===== src/rtl/hpf_pkg.sv =====
// Package for the hex packet framer: word types, queue entry, character constants.
// No dependencies; imported by every module of the block.
package hpf_pkg;

  localparam int unsigned QueueDepth = 4;
  localparam int unsigned QueuePtrW  = $clog2(QueueDepth);
  localparam int unsigned QueueCntW  = $clog2(QueueDepth + 1);

  localparam logic [7:0] CharDollar = 8'h24;
  localparam logic [7:0] CharHash   = 8'h23;

  typedef struct packed {
    logic [7:0] data_byte;
    logic       last_byte;
  } in_word_t;

  typedef struct packed {
    logic [7:0] out_char;
    logic       last_char;
  } out_word_t;

  // One queued packet step: what the back end must emit for one input word.
  typedef struct packed {
    logic [7:0] data_byte;
    logic       open_pkt;
    logic       close_pkt;
    logic [7:0] csum;
  } cmd_t;

  typedef enum logic [5:0] {
    PhDollar = 6'b000001,
    PhHi     = 6'b000010,
    PhLo     = 6'b000100,
    PhHash   = 6'b001000,
    PhCkHi   = 6'b010000,
    PhCkLo   = 6'b100000
  } phase_e;

  // Lower-case ASCII hex digit.
  function automatic logic [7:0] hex_char(input logic [3:0] nib);
    logic [7:0] c;
    if (nib < 4'd10) begin
      c = 8'h30 + {4'd0, nib};
    end else begin
      c = 8'h57 + {4'd0, nib};
    end
    return c;
  endfunction

endpackage


===== src/rtl/hex_packet_framer_checksum.sv =====
// Top level of the hex packet framer with checksum.
// Depends on hpf_pkg, hpf_front, hpf_queue, hpf_back.
//
// Usage:
//   Input channel (in_valid_i / in_stall_o / in_word_i): one payload byte per
//   word, last_byte set on the final byte of a packet.
//   Output channel (out_valid_o / out_stall_i / out_word_o): one ASCII
//   character per word. A packet reads '$', two lower-case hex characters per
//   byte, then '#' and two hex characters of the mod-256 sum of the data
//   characters. last_char marks the final character caused by one input word.
//   Throughput: one character per cycle, set by the output register, while
//   the receiver is not stalling and the queue is not empty; two characters
//   per middle byte, three for a first byte, five for a last byte, six for a
//   single-byte packet. The 4-entry command queue lets the front accept
//   bytes while the back end is still emitting earlier characters.
//   Reset: no packet open, checksum zero, queue and output register empty.
//   Receiver stall: the output word holds; once the queue fills, in_stall_o
//   rises and input is held off.

module hex_packet_framer_checksum (
  input  logic               clk_i,
  input  logic               rst_ni,
  input  logic               in_valid_i,
  output logic               in_stall_o,
  input  hpf_pkg::in_word_t  in_word_i,
  output logic               out_valid_o,
  input  logic               out_stall_i,
  output hpf_pkg::out_word_t out_word_o
);
  import hpf_pkg::*;

  logic push, pop, q_full, q_empty;
  cmd_t push_cmd, head;

  // Front: packet state and running checksum, one command per byte.
  hpf_front u_front (
    .clk_i      (clk_i),
    .rst_ni     (rst_ni),
    .in_valid_i (in_valid_i),
    .in_stall_o (in_stall_o),
    .in_word_i  (in_word_i),
    .q_full_i   (q_full),
    .push_o     (push),
    .push_cmd_o (push_cmd)
  );

  // Decoupling queue between the two halves.
  hpf_queue u_queue (
    .clk_i      (clk_i),
    .rst_ni     (rst_ni),
    .push_i     (push),
    .push_cmd_i (push_cmd),
    .full_o     (q_full),
    .pop_i      (pop),
    .head_o     (head),
    .empty_o    (q_empty)
  );

  // Back: character sequencer and output register.
  hpf_back u_back (
    .clk_i       (clk_i),
    .rst_ni      (rst_ni),
    .q_empty_i   (q_empty),
    .head_i      (head),
    .pop_o       (pop),
    .out_valid_o (out_valid_o),
    .out_stall_i (out_stall_i),
    .out_word_o  (out_word_o)
  );

endmodule


===== src/rtl/hpf_front.sv =====
// Front end of the hex packet framer: accepts input words, tracks packet state
// and the running checksum, pushes one command per word. Depends on hpf_pkg.
module hpf_front (
  input  logic               clk_i,
  input  logic               rst_ni,
  input  logic               in_valid_i,
  output logic               in_stall_o,
  input  hpf_pkg::in_word_t  in_word_i,
  input  logic               q_full_i,
  output logic               push_o,
  output hpf_pkg::cmd_t      push_cmd_o
);
  import hpf_pkg::*;

  logic       in_packet_q, in_packet_d;
  logic [7:0] sum_q, sum_d;
  logic [7:0] base_sum, new_sum;
  logic       accept;

  assign in_stall_o = q_full_i;
  assign accept     = in_valid_i && !q_full_i;

  // Sum restarts from zero when a packet opens.
  assign base_sum = in_packet_q ? sum_q : 8'd0;
  assign new_sum  = base_sum + hex_char(in_word_i.data_byte[7:4])
                  + hex_char(in_word_i.data_byte[3:0]);

  always_comb begin
    in_packet_d = in_packet_q;
    sum_d       = sum_q;
    if (accept) begin
      if (in_word_i.last_byte) begin
        in_packet_d = 1'b0;
        sum_d       = 8'd0;
      end else begin
        in_packet_d = 1'b1;
        sum_d       = new_sum;
      end
    end
  end

  always_ff @(posedge clk_i or negedge rst_ni) begin
    if (!rst_ni) begin
      in_packet_q <= 1'b0;
      sum_q       <= 8'd0;
    end else begin
      in_packet_q <= in_packet_d;
      sum_q       <= sum_d;
    end
  end

  assign push_o               = accept;
  assign push_cmd_o.data_byte = in_word_i.data_byte;
  assign push_cmd_o.open_pkt  = !in_packet_q;
  assign push_cmd_o.close_pkt = in_word_i.last_byte;
  assign push_cmd_o.csum      = new_sum;

endmodule


===== src/rtl/hpf_queue.sv =====
// Small register queue of commands between front and back end.
// Depends on hpf_pkg.
module hpf_queue (
  input  logic           clk_i,
  input  logic           rst_ni,
  input  logic           push_i,
  input  hpf_pkg::cmd_t  push_cmd_i,
  output logic           full_o,
  input  logic           pop_i,
  output hpf_pkg::cmd_t  head_o,
  output logic           empty_o
);
  import hpf_pkg::*;

  cmd_t                 mem_q [QueueDepth];
  logic [QueuePtrW-1:0] wr_ptr_q, wr_ptr_d;
  logic [QueuePtrW-1:0] rd_ptr_q, rd_ptr_d;
  logic [QueueCntW-1:0] cnt_q, cnt_d;

  assign full_o  = (cnt_q == QueueCntW'(QueueDepth));
  assign empty_o = (cnt_q == '0);
  assign head_o  = mem_q[rd_ptr_q];

  always_comb begin
    wr_ptr_d = wr_ptr_q;
    rd_ptr_d = rd_ptr_q;
    cnt_d    = cnt_q;
    if (push_i) begin
      wr_ptr_d = (wr_ptr_q == QueuePtrW'(QueueDepth - 1)) ? '0 : wr_ptr_q + 1'b1;
    end
    if (pop_i) begin
      rd_ptr_d = (rd_ptr_q == QueuePtrW'(QueueDepth - 1)) ? '0 : rd_ptr_q + 1'b1;
    end
    if (push_i && !pop_i) begin
      cnt_d = cnt_q + 1'b1;
    end else if (pop_i && !push_i) begin
      cnt_d = cnt_q - 1'b1;
    end
  end

  always_ff @(posedge clk_i or negedge rst_ni) begin
    if (!rst_ni) begin
      wr_ptr_q <= '0;
      rd_ptr_q <= '0;
      cnt_q    <= '0;
    end else begin
      wr_ptr_q <= wr_ptr_d;
      rd_ptr_q <= rd_ptr_d;
      cnt_q    <= cnt_d;
    end
  end

  always_ff @(posedge clk_i) begin
    if (push_i) begin
      mem_q[wr_ptr_q] <= push_cmd_i;
    end
  end

  a_cnt_range: assert property (@(posedge clk_i) disable iff (!rst_ni)
    cnt_q <= QueueCntW'(QueueDepth))
    else $error("queue count out of range");
  a_no_overflow: assert property (@(posedge clk_i) disable iff (!rst_ni)
    !(push_i && full_o))
    else $error("push into full queue");
  a_no_underflow: assert property (@(posedge clk_i) disable iff (!rst_ni)
    !(pop_i && empty_o))
    else $error("pop from empty queue");
  a_ptr_track: assert property (@(posedge clk_i) disable iff (!rst_ni)
    (cnt_q == '0 || cnt_q == QueueCntW'(QueueDepth)) |-> (wr_ptr_q == rd_ptr_q))
    else $error("queue pointers disagree with count");

endmodule


===== src/rtl/hpf_back.sv =====
// Back end of the hex packet framer (needs hpf_pkg): walks each queued command
// through its characters, one per cycle unless stalled, to the output register.
module hpf_back (
  input  logic               clk_i,
  input  logic               rst_ni,
  input  logic               q_empty_i,
  input  hpf_pkg::cmd_t      head_i,
  output logic               pop_o,
  output logic               out_valid_o,
  input  logic               out_stall_i,
  output hpf_pkg::out_word_t out_word_o
);
  import hpf_pkg::*;

  logic      active_q, active_d;
  phase_e    phase_q, phase_d, cur_phase, nxt_phase;
  logic      out_valid_q;
  out_word_t out_word_q;
  logic      load, emit, final_char;
  logic [7:0] ch;

  // Output register can take a new word when empty or being drained.
  assign load = !out_valid_q || !out_stall_i;
  assign emit = load && !q_empty_i;

  assign cur_phase = active_q ? phase_q : (head_i.open_pkt ? PhDollar : PhHi);

  always_comb begin
    ch         = 8'd0;
    nxt_phase  = PhHi;
    final_char = 1'b0;
    case (cur_phase)
      PhDollar: begin
        ch        = CharDollar;
        nxt_phase = PhHi;
      end
      PhHi: begin
        ch        = hex_char(head_i.data_byte[7:4]);
        nxt_phase = PhLo;
      end
      PhLo: begin
        ch         = hex_char(head_i.data_byte[3:0]);
        nxt_phase  = PhHash;
        final_char = !head_i.close_pkt;
      end
      PhHash: begin
        ch        = CharHash;
        nxt_phase = PhCkHi;
      end
      PhCkHi: begin
        ch        = hex_char(head_i.csum[7:4]);
        nxt_phase = PhCkLo;
      end
      PhCkLo: begin
        ch         = hex_char(head_i.csum[3:0]);
        final_char = 1'b1;
      end
      default: begin
        ch = 8'd0;
      end
    endcase
  end

  assign pop_o = emit && final_char;

  always_comb begin
    active_d = active_q;
    phase_d  = phase_q;
    if (emit) begin
      active_d = !final_char;
      phase_d  = nxt_phase;
    end
  end

  always_ff @(posedge clk_i or negedge rst_ni) begin
    if (!rst_ni) begin
      active_q    <= 1'b0;
      phase_q     <= PhHi;
      out_valid_q <= 1'b0;
    end else begin
      active_q <= active_d;
      phase_q  <= phase_d;
      if (load) begin
        out_valid_q <= emit;
      end
    end
  end

  always_ff @(posedge clk_i) begin
    if (emit) begin
      out_word_q.out_char  <= ch;
      out_word_q.last_char <= final_char;
    end
  end

  assign out_valid_o = out_valid_q;
  assign out_word_o  = out_word_q;

  a_phase_onehot: assert property (@(posedge clk_i) disable iff (!rst_ni)
    active_q |-> $onehot(phase_q))
    else $error("phase not one-hot");
  a_pop_when_emit: assert property (@(posedge clk_i) disable iff (!rst_ni)
    pop_o |-> (emit && !q_empty_i))
    else $error("pop without emitted character");
  a_active_needs_entry: assert property (@(posedge clk_i) disable iff (!rst_ni)
    active_q |-> !q_empty_i)
    else $error("mid-sequence with empty queue");

endmodule


===== config.mk =====
export PLATFORM = sky130hd
export DESIGN_NAME = hex_packet_framer_checksum
export DESIGN_NICKNAME = d
export VERILOG_FILES = /design/src/rtl/hpf_pkg.sv /design/src/rtl/hex_packet_framer_checksum.sv /design/src/rtl/hpf_front.sv /design/src/rtl/hpf_queue.sv /design/src/rtl/hpf_back.sv
export SDC_FILE = /design/constraint.sdc
export NUM_CORES = 1
export LEC_CHECK = 0
export BUFFER_PORTS_ARGS = -buffer_cell sky130_fd_sc_hd__buf_4
export CAP_MARGIN = 20
export CORE_MARGIN = 1.5
export CORE_UTILIZATION = 40
export DETAILED_ROUTE_END_ITERATION = 7
export MAX_ROUTING_LAYER = met4
export SLEW_MARGIN = 20
export SYNTH_ARGS = -nofsm -noshare
export SYNTH_HDL_FRONTEND = slang
export SYNTH_SLANG_ARGS = --single-unit

===== constraint.sdc =====
create_clock -name clk_i -period 3.6 [get_ports clk_i]
set_input_delay 0.36 -clock clk_i [delete_from_list [all_inputs] [get_ports clk_i]]
set_output_delay 0.36 -clock clk_i [all_outputs]
set_load 0.005 [all_outputs]

==> results.json, run 1 <==
{
  "status": "finished, final reports clean",
  "min-delay-start": "out_stall_i",
  "first_iter_violations": 218,
  "viasPerCell": 5.15,
  "cts_made_buffers": 9,
  "yosysWarningCount": 0,
  "final.setup_skew_ps": 7.38,
  "ys_ff_latch": 103,
  "slew_headroom": 0.597,
  "antennaDiodeCount": 0,
  "root_buffer": "clkbuf_16",
  "dr.pass1.iters": 4,
  "fin_nets": 455,
  "grt_pass1_wl_um": 15300,
  "netlist_area_um2": 5180,
  "yosysSeqAreaShare": 0.575,
  "cts_resized": 0,
  "p_int_mw": 3.22,
  "grt_max_degree": 24,
  "die_h_um": 117,
  "grt_usage": 0.158,
  "total_power_mw": 4.92,
  "grt-ovfl-total": 0,
  "cp-startpoint": "in_word_i[7]",
  "maxSlewViolCount": 0,
  "pwr-share-clk": 0.216,
  "cts_tree": "done",
  "required_ps": 3760,
  "regToRegSetupSlack_ps": 510,
  "wl_per_cell_um": 16.1,
  "hpwl_um": 6820,
  "ioPinCount": 24,
  "start_util": 0.410,
  "fillers": 1174,
  "antenna_left": 0,
  "area_delta_synth_final_pct": 13.6,
  "cts_num_sinks": 103,
  "first_global_vias": 3041,
  "async_flop_share": 0.223,
  "htree_levels": 3,
  "period_needed_ps": 3150,
  "p_leak_nw": 2.28,
  "synth_flop_cell": "edfxtp_1",
  "fp.coreArea_um2": 12600,
  "drt-total-wl_um": 9550,
  "vdd_drop_max_uv": 320,
  "r2r-start": "u_front.in_packet_q",
  "worstSetupEndpointType": "register",
  "multi_input_area_um2": 1980,
  "worstPathArrival_ps": 3310,
  "seq_power_share": 0.395,
  "path_clk_slew_ps": 70,
  "rsz0062_at_grt": "no",
  "critPathKind": "input pin to register",
  "hold_violations": 0,
  "synth_cells": 382,
  "finalWeightedCongestion": 0.824,
  "fp-row-count": 41,
  "die_area_um2": 13600,
  "fmax_mhz": 318,
  "antenna_found_initial": 0,
  "fin_crit_sh": 0.874,
  "vias": 3051,
  "seqCellArea_um2": 2980,
  "synth_cell_type_count": 60,
  "die_w_um": 117,
  "synth_edf_count": 80,
  "min_to": "u_back.out_valid_o",
  "drc": 0,
  "clk_path_buf_depth": 2,
  "setup_violations": 0,
  "power_switching_share": 0.346,
  "cp-start-kind": "input pin",
  "syn_avg_cell_area_um2": 13.6,
  "tightest_slew_ps": 604,
  "hp-class": "input pin to register",
  "power_density_nw_per_um2": 836,
  "drive_gt1_frac": 0.176,
  "path_max_fanout": 6,
  "clock_latency_ps": 350,
  "r2r_end": "u_queue.mem_q[2][7]",
  "portBuffers": 22,
  "reg2regPathDepth": 10,
  "p_comb_frac": 0.389,
  "min_path_cells": 3,
  "drv_cap": 0,
  "power_switching_mw": 1.70,
  "tns_ps": 0
}
[cells by family after synthesis]
| group | Yosys count | synth area share |
|---|---|---|
| simple gates | 94 | 0.0928 |
| xor+xnor | 17 | 0.0288 |
| buf+inv | 50 | 0.0437 |
| mux | 23 | 0.0942 |
| other cells | 1 | 0.000724 |
| fa+ha+maj | 27 | 0.0783 |
| flops | 103 | 0.575 |
| compound gates | 67 | 0.0860 |
[area by class of cell]
cell class | instances | share of cell area
Sequential cell | 103 | 0.506
Multi-Input combinational cell | 231 | 0.336
Timing Repair Buffer | 30 | 0.0387
Clock buffer | 9 | 0.0383
Tap cell | 172 | 0.0366
Inverter | 40 | 0.0259
Clock inverter | 7 | 0.0177
[per-stage QoR]
step | instance area (um^2) | setup slack, ps | util | hold slack, ps | instances
after floorplan | 5180 | 562 | - | 64.4 | 384
after global placement | 5540 | 230 | 0.439 | 281 | 575
after detailed placement | 5540 | 109 | 0.439 | 288 | 575
after CTS | 5880 | 455 | 0.466 | 210 | 592
after global routing | 5880 | 171 | 0.466 | 215 | 592
final | 5880 | 452 | 0.466 | 220 | 592
[cells in the final DEF (no fill, tap or decap), types with 2 or more instances in the layout]
master / n
fa_1: 9
a21o_1: 3
xor2_1: 4
dfrtp_1: 22
nand2_1: 38
o21ai_0: 21
mux4_1: 7
nand4b_1: 4
xnor2_1: 13
a211o_1: 2
a211oi_1: 2
ha_1: 18
clkinv_2: 2
bufinv_16: 2
edfxtp_1: 80
nand3_1: 4
nand4_1: 4
clkbuf_16: 9
a22o_1: 2
mux2_2: 5
o31ai_1: 3
a21oi_1: 15
conb_1: 3
o22ai_1: 2
nor3_1: 5
inv_1: 38
nor2_1: 16
and4b_1: 3
clkinvlp_4: 2
a22oi_1: 3
and2_1: 7
mux4_2: 11
nand3b_1: 2
buf_4: 29
[critical path: stages]
cell	delay [ps]
buf_4	130
o21ai_0	350
inv_1	160
xnor2_1	170
fa_1	400
inv_1	60
ha_1	160
inv_1	60
fa_1	390
nor2b_1	130
o21a_1	160
o21ai_0	100
a311oi_2	380
xor2_1	280
[power by group through the flow]
stage / registers, mW / clock network, mW / logic (mW)
6_report: 1.95 / 1.06 / 1.91
5_1_grt: 1.99 / 1.13 / 2.13
4_1_cts: 1.95 / 1.09 / 1.94
3_5_place_dp: 1.98 / 0 / 1.93
3_3_place_gp: 1.96 / 0 / 1.89
2_1_floorplan: 1.91 / 0 / 1.47
[sequential cells by signal (all words and copies together) (netlist names)]
name,flops
u_back.out_word_o,8
u_queue.mem_q,72
u_queue.rd_ptr_q,2
u_back.active_q,1
u_front.sum_q,8
u_queue.wr_ptr_q,2
u_queue.cnt_q,3
u_back.out_valid_o,1
u_front.in_packet_q,1
u_back.phase_q,5
[cell usage after synthesis (2+ instances only)]
cell type	instances	area, um^2
mux4_1	7	184
xor2_1	4	35.0
mux2_2	5	56.3
a22o_1	2	17.5
a22oi_1	3	22.5
edfxtp_1	80	2400
clkbuf_1	4	15.0
dfrtp_1	22	551
inv_1	38	143
fa_1	9	180
o21ai_0	21	105
xnor2_1	13	114
a211oi_1	2	15.0
ha_1	18	225
nand4b_1	4	35.0
buf_4	3	22.5
o22ai_1	2	12.5
nand3b_1	2	15.0
a211o_1	2	17.5
clkinv_2	2	10.0
nor2_1	16	60.1
nand3_1	4	20.0
and4b_1	3	30.0
nand4_1	4	25.0
mux4_2	11	248
a21o_1	3	22.5
a21oi_1	15	75.1
nand2_1	38	143
and2_1	7	43.8
o31ai_1	3	22.5
buf_6	2	22.5
nor3_1	5	25.0
[routing by layer]
layer  up-vias  track usage  part of all wire
met3        19       0.0391             0.034
met2        56        0.247              0.48
met4         0       0.0691             0.026
met5         -            -                 0
met1      1505        0.196              0.46
li1       1471            -                 -
[timing repair]
action                                 4_1_cts  5_1_grt
hold buffers                                 1        0
endpoints found under the hold margin       22        0
buffers inserted                             0        0
[how the worst max path moves through the flow]
stage,slack [ps],endpoint,depth (start not counted)
floorplan,560,u_queue.mem_q[0][7],11
global placement,230,u_queue.mem_q[0][7],14
detailed placement,110,u_queue.mem_q[3][7],14
CTS,450,u_queue.mem_q[2][7],14
global route,170,u_front.sum_q[7],13
finish,450,u_queue.mem_q[2][7],14
Power figures use the tool's default switching activity.
==> run 2, diff against run 1 <==
Settings changed: SYNTH_HIERARCHICAL set to 1.
==> run 2 against run 1 <==
Effect of this change:
- setup slack improved by 220 ps
- register-to-register slack improved by 160 ps
- hold slack improved by 26 ps
- wire length rose by 0.79%
- critical path depth fell by 6
- largest power group unchanged
- critical endpoint is now u_back/out_word_o[3]
==> results.json, run 2 <==
{
  "hp-class": "input pin to register",
  "synth_cell_type_count": 61,
  "reg2regPathDepth": 8,
  "synth_top_area_share": 0.463,
  "die_h_um": 117,
  "cts_hold_buf": 1,
  "clk_path_buf_depth": 2,
  "start_util": 0.411,
  "drc": 0,
  "grt_usage": 0.158,
  "synthTopCellsByCount": "edfxtp_1, inv_1, nand2_1",
  "fp.coreArea_um2": 12600,
  "first_global_vias": 2929,
  "clock_latency_ps": 340,
  "cts_made_buffers": 9,
  "path_clk_slew_ps": 80,
  "fin_nets": 441,
  "postCtsSetupBuffers": 0,
  "critPathKind": "register to register",
  "die_area_um2": 13700,
  "viasPerCell": 5.16,
  "final_core_util": 0.458,
  "cts_num_sinks": 103,
  "synth.most_common_cell": "edfxtp_1",
  "portBuffers": 22,
  "maxSlewViolCount": 0,
  "cts_resized": 0,
  "worstPathArrival_ps": 3000,
  "syn_avg_cell_area_um2": 13.6,
  "fmax_mhz": 342,
  "dr.pass1.iters": 5,
  "final_common_cell": "edfxtp_1",
  "fin_crit_sh": 0.813,
  "synth_cells": 380,
  "ioPinCount": 24,
  "root_buffer": "clkbuf_16",
  "antennaDiodeCount": 0,
  "tns_ps": 0,
  "synth_edf_count": 80,
  "worstSetupEndpointType": "register",
  "p_leak_nw": 2.22,
  "ys_ff_latch": 103,
  "final.setup_skew_ps": 8.30,
  "largest-register": "u_queue/mem_q",
  "wl_per_cell_um": 16.7,
  "required_ps": 3670,
  "antenna_left": 0,
  "die_w_um": 117,
  "grt_pass1_wl_um": 15400,
  "slew_headroom": 0.346,
  "finalWeightedCongestion": 0.811,
  "yosysSeqAreaShare": 0.575,
  "cts_tree": "done",
  "area_delta_synth_final_pct": 11.5,
  "hold_violations": 0,
  "setup_violations": 0,
  "vdd_drop_max_uv": 286,
  "drv_cap": 0,
  "vias": 2980,
  "synth_flop_cell": "edfxtp_1",
  "status": "finished, final reports clean",
  "final_cell_mix": "edfxtp_1, inv_1, nand2_1",
  "rsz0062_at_grt": "no",
  "power_density_nw_per_um2": 830,
  "netlist_area_um2": 5180,
  "min_path_cells": 1,
  "largest_register_ff_count": 72,
  "antenna_found_initial": 0,
  "path_max_fanout": 11,
  "async_flop_share": 0.223,
  "cp-start-kind": "register",
  "first_iter_violations": 227,
  "hpwl_um": 6950,
  "synth_area_leaders": "edfxtp_1, dfrtp_1, mux4_2, ha_1, fa_1",
  "grt-ovfl-total": 0,
  "period_needed_ps": 2930,
  "drive_gt1_frac": 0.200,
  "grt_max_degree": 24,
  "drt-total-wl_um": 9630,
  "tightest_slew_ps": 981,
  "synth_largest_area_cell": "edfxtp_1",
  "htree_levels": 3,
  "fp-row-count": 41,
  "yosysWarningCount": 6
}
-- run 2: cell count changes in the layout (fill, tap and decap cells not counted), sizes merged, moves of 3 or more --
cell,before,now
a22oi,3,0
and2,7,12
buf,29,26
inv,40,34
nand2,38,31
nand4,4,1
nand4b,4,1
nor2b,1,4
or3,1,4
xnor2,13,10
-- run 2: routing by layer --
layer / up-vias / wire (um) / track usage
li1: 1438 / - / -
met1: 1461 / 4370 / 0.206
met2: 67 / 4600 / 0.251
met3: 14 / 423 / 0.0278
met4: 0 / 232 / 0.0602
met5: - / 0 / -
-- run 2: critical path, cell delays in order, from the launching register on --
cell       delay [ps]
dfrtp_1           690
buf_4             270
mux4_2            580
inv_1              80
ha_1              190
a21boi_0          130
o2111ai_1         210
a21oi_1            90
or4_1             420
-- run 2: worst paths after layout --
check | from | end | slack [ps]
setup reg to reg | u_queue/rd_ptr_q[0] | u_back/out_word_o[3] | 670
min in group asynchronous | rst_ni | u_back/phase_q[4] | 460
setup / recovery | u_queue/rd_ptr_q[0] | u_back/out_word_o[3] | 670
hold / removal | in_word_i[2] | u_queue/mem_q[2][11] | 250
hold reg to reg | u_queue/cnt_q[2] | u_queue/cnt_q[2] | 490
max in group asynchronous | rst_ni | u_back/phase_q[1] | 2840
-- run 2: layout make-up --
class | count | area (um^2)
Multi-Input combinational cell | 229 | 1960
Tap cell | 172 | 215
Fill cell | 1160 | 6840
Inverter | 31 | 116
Clock buffer | 9 | 225
Sequential cell | 103 | 2980
Timing Repair Buffer | 27 | 205
Clock inverter | 7 | 77.6
-- run 2: cells by family after synthesis --
| logic type | share of synthesized area |
|---|---|
| AND/OR/NAND/NOR | 0.0982 |
| flip-flops | 0.575 |
| buffers and inverters | 0.0476 |
| AO/OA/AOI/OAI | 0.0915 |
| multiplexers | 0.0847 |
| other | 0.00145 |
| XOR/XNOR | 0.0237 |
| adder cells (fa/ha/maj) | 0.0782 |
-- run 2: where the power goes --
part           internal, mW  switching (mW)
Combinational         0.842            1.03
Sequential             1.77           0.209
Clock                 0.492           0.458
-- run 2: per-stage QoR --
| stage | hold WS, ps | power [mW] | std cells | setup slack [ps] | instance area, um^2 |
|---|---|---|---|---|---|
| after floorplan | 64.4 | 3.37 | 381 | 709 | 5190 |
| after global routing | 230 | 5.15 | 578 | 500 | 5780 |
| final | 246 | 4.80 | 578 | 672 | 5780 |
| after CTS | 231 | 4.86 | 578 | 614 | 5780 |
| after detailed placement | 284 | 3.90 | 561 | 365 | 5470 |
| after global placement | 279 | 3.82 | 561 | 455 | 5470 |
==> run 3, diff against run 2 <==
Clock period 3.6 ns to 2.51 ns, I/O delays scaled along.
==> run 3 against run 2 <==
Effect of this change:
- the flow now finishes with violations (setup timing)
- clock power increased by 58%
- sequential share of layout area is 6.9 points lower
- first-iteration DRC count fell by 3.5%
- setup slack got worse by 710 ps
- non-clock buffer count is 83 higher
- count of clock-buffer cells in the layout stayed put
- wire length rose by 6.7%
- largest cell class unchanged
- largest power group is now combinational cells
- highest routed layer unchanged
==> results.json, run 3 (synthesis gave the netlist of run 2 again) <==
{
  "antennaDiodeCount": 0,
  "path_clk_slew_ps": 70,
  "reg2regPathDepth": 10,
  "slowest_stage": "fa_1",
  "portBuffers": 22,
  "fillers": 1103,
  "regToRegSetupSlack_ps": -30,
  "grt_max_degree": 24,
  "die_area_um2": 13700,
  "antenna_found_initial": 0,
  "wl_per_cell_um": 15.5,
  "dr.pass1.iters": 6,
  "crit_family": "adder cells",
  "hp-class": "input pin to register",
  "critical_path.most_common_cell": "a21o_1",
  "first_global_vias": 3320,
  "drive_gt1_frac": 0.411,
  "hpwl_um": 7480,
  "drv_cap": 0,
  "area_delta_synth_final_pct": 28.7,
  "fin_crit_sh": 1.01,
  "hold_violations": 0,
  "cp_num_buf_inv": 3,
  "vdd_drop_max_uv": 478,
  "final.setup_skew_ps": 10.0,
  "vias": 3311,
  "min_path_cells": 3,
  "fp-row-count": 41,
  "fp.coreArea_um2": 12600,
  "start_util": 0.411,
  "wl_met2_um": 5300,
  "power_density_nw_per_um2": 1200,
  "htree_levels": 3,
  "drc": 0,
  "setup_slack_ps": -35.6,
  "ioPinCount": 24,
  "final_cell_mix": "buf_4, edfxtp_1, nand2_1",
  "seqCellArea_um2": 2980,
  "required_ps": 2730,
  "largest-register": "u_queue/mem_q",
  "grt_pass1_wl_um": 16600,
  "clock_latency_ps": 340,
  "clk_path_buf_depth": 2,
  "rsz0062_at_grt": "yes",
  "drt-total-wl_um": 10300,
  "status": "finished, violations left",
  "cts_made_buffers": 9,
  "viasPerCell": 5.01,
  "cpPeakStageDelay_ps": 550,
  "path_max_fanout": 5,
  "worstPathArrival_ps": 2770,
  "r2r-start": "u_front/in_packet_q",
  "antenna_left": 0,
  "critical_path.cell_chain": "buf_4 -> inv_12 -> ha_4 -> a21o_1 -> fa_1 -> inv_1 -> ha_2 -> fa_2 -> a21o_1 -> a221oi_4 -> xnor2_2 -> a22o_1",
  "violations": "setup timing",
  "min_to": "u_back/out_valid_o",
  "grt_usage": 0.168,
  "r2r_end": "u_front/sum_q[7]",
  "root_buffer": "clkbuf_16",
  "cts_num_sinks": 103,
  "whs_ps": 126,
  "met1_length_um": 4490,
  "fmax_mhz": 393,
  "maxSlewViolCount": 0,
  "first_iter_violations": 219,
  "die_w_um": 117,
  "total_power_mw": 7.99,
  "period_needed_ps": 2550,
  "final_common_cell": "buf_4",
  "highest_layer": "met4",
  "grt-ovfl-total": 0,
  "die_h_um": 117,
  "cp-start-kind": "input pin",
  "cts_tree": "done",
  "critPathKind": "input pin to register",
  "wl_met3_um": 321,
  "min-delay-start": "out_stall_i",
  "setup_violations": 10,
  "worstSetupEndpointType": "register",
  "multi_input_area_um2": 2140,
  "final_core_util": 0.529,
  "fin_nets": 524,
  "finalWeightedCongestion": 0.861,
  "largest_register_ff_count": 72,
  "p_leak_nw": 2.67
}
-- run 3: cell types whose count changed in the layout (fill, tap and decap cells not counted), moves of 3 or more --
cell,before,now
ha_4,0,7
buf_4,26,101
inv_2,0,5
inv_1,31,23
nand2_1,31,28
buf_6,0,7
ha_1,18,8
ha_2,0,3
-- run 3: how the worst max path moves through the flow --
| stage | start | end | slack, ps | cells past startpoint |
|---|---|---|---|---|
| 6_report | in_word_i[2] | u_front/sum_q[7] | -40 | 12 |
| 5_1_grt | u_front/in_packet_q | u_front/sum_q[7] | -130 | 10 |
| 4_1_cts | u_front/in_packet_q | u_front/sum_q[7] | -50 | 8 |
| 3_5_place_dp | in_word_i[2] | u_front/sum_q[7] | -400 | 12 |
| 3_3_place_gp | in_word_i[2] | u_front/sum_q[7] | -360 | 12 |
| 2_1_floorplan | in_word_i[2] | u_front/sum_q[7] | -90 | 11 |
-- run 3: repair_timing --
action	in CTS	in global routing
buffers inserted	4	12
hold buffers	1	0
pin swaps	6	11
hold endpoints to repair	22	0
resized for setup	14	21
endpoints found under the setup margin	18	20
-- run 3: power by group --
| part | total, mW | internal, mW | switching [mW] |
|---|---|---|---|
| Sequential | 2.76 | 2.54 | 0.221 |
| Combinational | 3.73 | 1.94 | 1.79 |
| Clock | 1.50 | 0.886 | 0.618 |
| Total | 7.99 | 5.37 | 2.62 |
-- run 3: layout make-up --
type	count	share of cell area
Clock buffer	9	0.0337
Inverter	31	0.0216
Multi-Input combinational cell	229	0.321
Clock inverter	7	0.0156
Tap cell	172	0.0322
Timing Repair Buffer	110	0.129
Sequential cell	103	0.447
-- run 3: worst register-to-register path: cells and delay by family (launching register included) --
family	cells	cell delay (ps)
AO/OA/AOI/OAI	3	680
XOR/XNOR	1	130
AND/OR/NAND/NOR	1	40
adder cells (fa/ha/maj)	2	840
flip-flops	1	450
buffers and inverters	3	300
-- run 3: stage by stage --
stage,area (um^2),instances,setup WS [ps],setup TNS (ps)
2_1_floorplan,5280,381,-92.2,-832
3_3_place_gp,6060,628,-358,-5420
3_5_place_dp,6060,628,-402,-6450
4_1_cts,6490,649,-46.9,-276
5_1_grt,6670,661,-133,-1090
6_report,6670,661,-35.6,-119
-- run 3: routing by layer --
| layer | GRT usage | vias to the layer above |
|---|---|---|
| met5 | - | - |
| met4 | 0.0554 | 0 |
| met1 | 0.210 | 1641 |
| li1 | - | 1603 |
| met3 | 0.0237 | 11 |
| met2 | 0.285 | 56 |
